**config.mk**
```make
export PLATFORM = sky130hd
export DESIGN_NAME = bcds_div_pipe
export DESIGN_NICKNAME = d
export VERILOG_FILES = /design/src/rtl/bcds_pkg.sv /design/src/rtl/bcds_div_pipe.sv
export SDC_FILE = /design/constraint.sdc
export NUM_CORES = 2
export LEC_CHECK = 0
export ABC_AREA = 0
export BUFFER_PORTS_ARGS = -buffer_cell sky130_fd_sc_hd__buf_2
export CAP_MARGIN = 10
export CELL_PAD_IN_SITES_DETAIL_PLACEMENT = 0
export CELL_PAD_IN_SITES_GLOBAL_PLACEMENT = 1
export CORE_ASPECT_RATIO = 0.5
export CORE_MARGIN = 2
export CORE_UTILIZATION = 54
export CTS_BUF_LIST = sky130_fd_sc_hd__clkbuf_2 sky130_fd_sc_hd__clkbuf_4 sky130_fd_sc_hd__clkbuf_8
export CTS_CLUSTER_SIZE = 12
export DETAILED_ROUTE_END_ITERATION = 10
export GPL_ROUTABILITY_DRIVEN = 0
export PLACE_DENSITY_LB_ADDON = 0.1
export RECOVER_POWER = 50
export SKIP_CTS_REPAIR_TIMING = 1
export SLEW_MARGIN = 20
export SYNTH_ARGS = -nofsm -noshare
export SYNTH_HDL_FRONTEND = slang
export SYNTH_SLANG_ARGS = --single-unit
```
**constraint.sdc**
```tcl
create_clock -name clk_i -period 4.9 [get_ports clk_i]
set_input_delay 0.49 -clock clk_i [delete_from_list [all_inputs] [get_ports clk_i]]
set_output_delay 0.49 -clock clk_i [all_outputs]
set_load 0.005 [all_outputs]
```
**src/rtl/bcds_pkg.sv**
```systemverilog
// ----------------------------------------------------------------------------
// bcds_pkg
// Shared widths, constants and types for the clock divider search.
// ----------------------------------------------------------------------------
package bcds_pkg;

  localparam int FREQ_W    = 32;
  localparam int DIV_STEPS = FREQ_W;   // one quotient bit per pipeline stage
  localparam int DIVIDER_W = 9;

  localparam logic [FREQ_W-1:0] FREQ_FLOOR = 32'd1000;

  // per-word decision flags carried down the pipeline
  typedef struct packed {
    logic low;    // a frequency is under the floor
    logic zero;   // source / target is zero
    logic sat;    // source / target reaches the largest divider
  } bcds_flags_t;

endpackage

```
**src/rtl/bcds_div_pipe.sv**
```systemverilog
// ----------------------------------------------------------------------------
// bcds_div_pipe
// Restoring unsigned divider, one quotient bit per register stage, with a
// sideband bus that travels alongside each word.
// ----------------------------------------------------------------------------
module bcds_div_pipe #(
  parameter int DVW = 32,
  parameter int SW  = 1
) (
  input  logic                        clk_i,
  input  logic                        rst_ni,
  input  logic                        en_i,
  input  logic                        valid_i,
  input  logic [bcds_pkg::FREQ_W-1:0] dividend_i,
  input  logic [DVW-1:0]              divisor_i,
  input  logic [SW-1:0]               side_i,
  output logic                        valid_o,
  output logic [bcds_pkg::FREQ_W-1:0] quotient_o,
  output logic [SW-1:0]               side_o
);
  import bcds_pkg::*;

  logic [DIV_STEPS-1:0] valid_q;
  logic [DVW-1:0]       rem_q  [DIV_STEPS];
  logic [FREQ_W-1:0]    quo_q  [DIV_STEPS];
  logic [DVW-1:0]       dvs_q  [DIV_STEPS];
  logic [SW-1:0]        side_q [DIV_STEPS];

  for (genvar k = 0; k < DIV_STEPS; k++) begin : g_step
    logic              val_p;
    logic [DVW-1:0]    rem_p;
    logic [DVW-1:0]    dvs_p;
    logic [FREQ_W-1:0] quo_p;
    logic [SW-1:0]     side_p;
    logic [DVW:0]      trial;
    logic              ge;

    if (k == 0) begin : g_first
      assign val_p  = valid_i;
      assign rem_p  = '0;
      assign dvs_p  = divisor_i;
      assign quo_p  = dividend_i;
      assign side_p = side_i;
    end else begin : g_next
      assign val_p  = valid_q[k-1];
      assign rem_p  = rem_q[k-1];
      assign dvs_p  = dvs_q[k-1];
      assign quo_p  = quo_q[k-1];
      assign side_p = side_q[k-1];
    end

    // shift in the next dividend bit and try the subtraction
    assign trial = {rem_p, quo_p[FREQ_W-1]};
    assign ge    = (trial >= {1'b0, dvs_p});

    always_ff @(posedge clk_i or negedge rst_ni) begin
      if (!rst_ni) begin
        valid_q[k] <= 1'b0;
      end else if (en_i) begin
        valid_q[k] <= val_p;
      end
    end

    always_ff @(posedge clk_i) begin
      if (en_i) begin
        rem_q[k]  <= ge ? DVW'(trial - {1'b0, dvs_p}) : trial[DVW-1:0];
        quo_q[k]  <= {quo_p[FREQ_W-2:0], ge};
        dvs_q[k]  <= dvs_p;
        side_q[k] <= side_p;
      end
    end
  end

  assign valid_o    = valid_q[DIV_STEPS-1];
  assign quotient_o = quo_q[DIV_STEPS-1];
  assign side_o     = side_q[DIV_STEPS-1];

endmodule

```
==> flow_metrics.env <==
export IMPL_status="finished with violations"
export IMPL_violations="design-rule violations, max-capacitance violations, max-slew violations"
export IMPL_path_class="in2reg"
export IMPL_drtAntennaViolNets=0
export IMPL_start_util_pct=54.5
export IMPL_first_pass_iters=11
export IMPL_core_area_mm2=0.288
export IMPL_cts_htree_levels=5
export IMPL_wirelength_um=335000
export IMPL_final_cell_mix="edfxtp_1, inv_1, ha_1"
export IMPL_synthDominantCellAreaShare_pct=58.2
export IMPL_critPathMaxFanout=92
export IMPL_area_delta_synth_final_pct=9.71
export IMPL_r2r_cells=13
export IMPL_cts_sinks=3072
export IMPL_required_ns=5.79
export IMPL_worst_pin_slew_ns=3.40
export IMPL_drc=2
export IMPL_fin_setup_tns_ns=0
export IMPL_num_nets_final=14200
export IMPL_dr_first_iter_drc_count=5478
export IMPL_drive_above_1_share_pct=11.6
export IMPL_antenna_found_initial=2
export IMPL_hpwl_um=249000
export IMPL_rsz0062_at_grt="no"
export IMPL_pre_cts_slack_ns=0.616
export IMPL_min_period_over_period_pct=90.8
export IMPL_num_rows=139
export IMPL_arrival_ns=5.33
export IMPL_cts_max_path_buffers=4
export IMPL_slew_headroom_pct=-127
export IMPL_hold_class="in2reg"
export IMPL_yosysTopAreaCell="edfxtp_1"
export IMPL_cts_root_buffer="clkbuf_8"
export IMPL_grt_max_degree=143
export IMPL_p_leak_nw=69.4
export IMPL_finalHoldViolations=0
export IMPL_startpoint_type="primary input"
export IMPL_synth_async_reset_ratio_pct=1.04
export IMPL_dieArea_mm2=0.295
export IMPL_die_w_um=766
export IMPL_ir_worst_vdd_mv=0.323
export IMPL_routedWlPerCell_um=19.3
export IMPL_rrSetupSlack_ns=0.61
export IMPL_die_h_um=385
export IMPL_r2r_start="dvs_q[1][289]"
export IMPL_final_min_clock_period_ns=4.45
export IMPL_critPathCaptureType="flip-flop"
export IMPL_final_common_cell="edfxtp_1"
export IMPL_syn_nets=13700
export IMPL_synth_distinct_cells=100
export IMPL_syn_inst=12600
export IMPL_num_vias=96900
export IMPL_synth_area_mm2=0.157
export IMPL_syn_avg_cell_area_um2=12.4
export IMPL_clk_latency_ns=1.08
export IMPL_fmax_ghz=0.225
export IMPL_final_setup_skew_ns=0.0753
export IMPL_setup_viol=0
export IMPL_r2r_end="rem_q[1][331]"
export IMPL_powerDensity_mw_per_mm2=643
export IMPL_port_buffers=102
export IMPL_avgViaCountPerCell=5.58
export IMPL_fillCellCount=23000
export IMPL_grt_pass1_wl_um=521000
export IMPL_crit_path_start="en_i"
export IMPL_numCtsBuffers=435
export IMPL_fin_ws_ns=0.452
export IMPL_path_clk_slew_ns=0.07
export IMPL_synthFlopType="edfxtp_1"
export IMPL_grt_pass1_vias=98800
export IMPL_synth_edf_count=3040
export IMPL_ys_seq_area_share_pct=58.7
export IMPL_grtUsageTotal_pct=22.3
export IMPL_yosys_register_bits=3072
export IMPL_setup_worst_path_end="g_step[15].val_p"
export IMPL_drv_slew=104
export IMPL_io_pins=103
export IMPL_drv_cap=2
export IMPL_synth_area_top_cells="edfxtp_1, ha_1, mux2_2"
export IMPL_cts_tree="done"
export IMPL_ys_warn_count=0
export IMPL_power_total_w=0.111
export IMPL_grt_overflow_total=0
## registers in the layout (all words and copies together) (netlist names)
| signal | cells |
|---|---|
| dvs_q | 992 |
| valid_o | 1 |
| g_step.val_p | 31 |
| quo_q | 1024 |
| rem_q | 992 |
| side_q | 32 |
## worst max-delay path, stage by stage
cell           delay, ns
dlygate4sd3_1       0.52
clkbuf_2            2.26
clkbuf_4            1.40
mux2_2              0.43
## kinds of logic (layout without fill, tap and decap cells)
family | count (synthesis) | in the layout | synth area share, %
AOI/OAI and AO/OA | 3086 | 3086 | 12.7
DFF | 3072 | 3072 | 58.7
and+or+nand+nor | 2508 | 2508 | 7.78
buffers and inverters | 1547 | 2413 | 3.81
adders and majority gates | 1024 | 1024 | 8.32
xor gates and xnor gates | 772 | 772 | 4.31
muxes | 607 | 607 | 4.37
other | 0 | 2 | 0
## stage by stage
| stage | cell area (µm²) | util (%) | cells | hold WS [ns] |
|---|---|---|---|---|
| after floorplan | 157000 | - | 12600 | 0.194 |
| after global placement | 163000 | 56.6 | 16500 | 0.400 |
| after detailed placement | 163000 | 56.6 | 16500 | 0.405 |
| after CTS | 171000 | 59.6 | 17300 | -0.626 |
| after global routing | 172000 | 59.7 | 17400 | 0.0553 |
| final | 172000 | 59.7 | 17400 | 0.157 |
## synthesized netlist by cell type (27+ instances only)
library cell	number
dfrtp_1	32
nor2_1	630
o31a_1	27
or3_1	50
nand2_1	690
nor2b_1	145
nor4_1	56
mux2i_1	53
nand2b_1	131
o211ai_1	53
o31ai_1	81
a21boi_0	61
o21a_1	139
and2_1	65
and3_1	115
nand4_1	155
buf_2	39
inv_1	1278
or2_2	38
a21oi_1	861
mux2_2	533
xor2_1	291
a211oi_1	73
edfxtp_1	3040
nor3_1	127
a31oi_1	120
xnor2_1	481
nand3_1	201
ha_1	994
o21ai_0	651
a21o_1	549
o21bai_1	123
clkbuf_1	196
fa_1	30
## report_power, final
part	leakage (nW)	internal [W]	total [W]	switching [W]
clock network	4.51	0.0103	0.0203	0.00995
registers	30.1	0.0376	0.0410	0.00341
logic	34.8	0.0223	0.0493	0.0270
## worst min-delay path by stage
| stage | start | to | slack (ns) | cells past startpoint |
|---|---|---|---|---|
| 2_1_floorplan | rst_ni | g_step[10].val_p | 0.19 | 0 |
| 3_3_place_gp | quo_q[5][6] | quo_q[6][7] | 0.40 | 0 |
| 3_5_place_dp | quo_q[9][13] | quo_q[10][14] | 0.40 | 0 |
| 4_1_cts | rst_ni | g_step[29].val_p | -0.63 | 1 |
| 5_1_grt | dividend_i[4] | quo_q[0][5] | 0.06 | 2 |
| 6_report | dividend_i[11] | quo_q[0][12] | 0.16 | 2 |
## routing by layer
metal / share of wire (%) / global-route usage [%] / up-vias
met5: 0 / 0 / -
met4: 8.0 / 16.0 / 0
met3: 3.0 / 2.94 / 978
met2: 52 / 42.0 / 1848
met1: 37 / 22.9 / 46200
li1: - / - / 47800
## area by class of cell
type                            count  area [µm²]  area share, %
Antenna cell                        2        5.00        0.00291
Tap cell                         3877        4850           2.82
Timing Repair Buffer              348        2810           1.64
Clock buffer                      554        6890           4.00
Sequential cell                  3072       92100           53.5
Multi-Input combinational cell   7997       58900           34.2
Inverter                         1281        4810           2.80
Clock inverter                    230        1660          0.967
(Power assumes the default switching activity.)
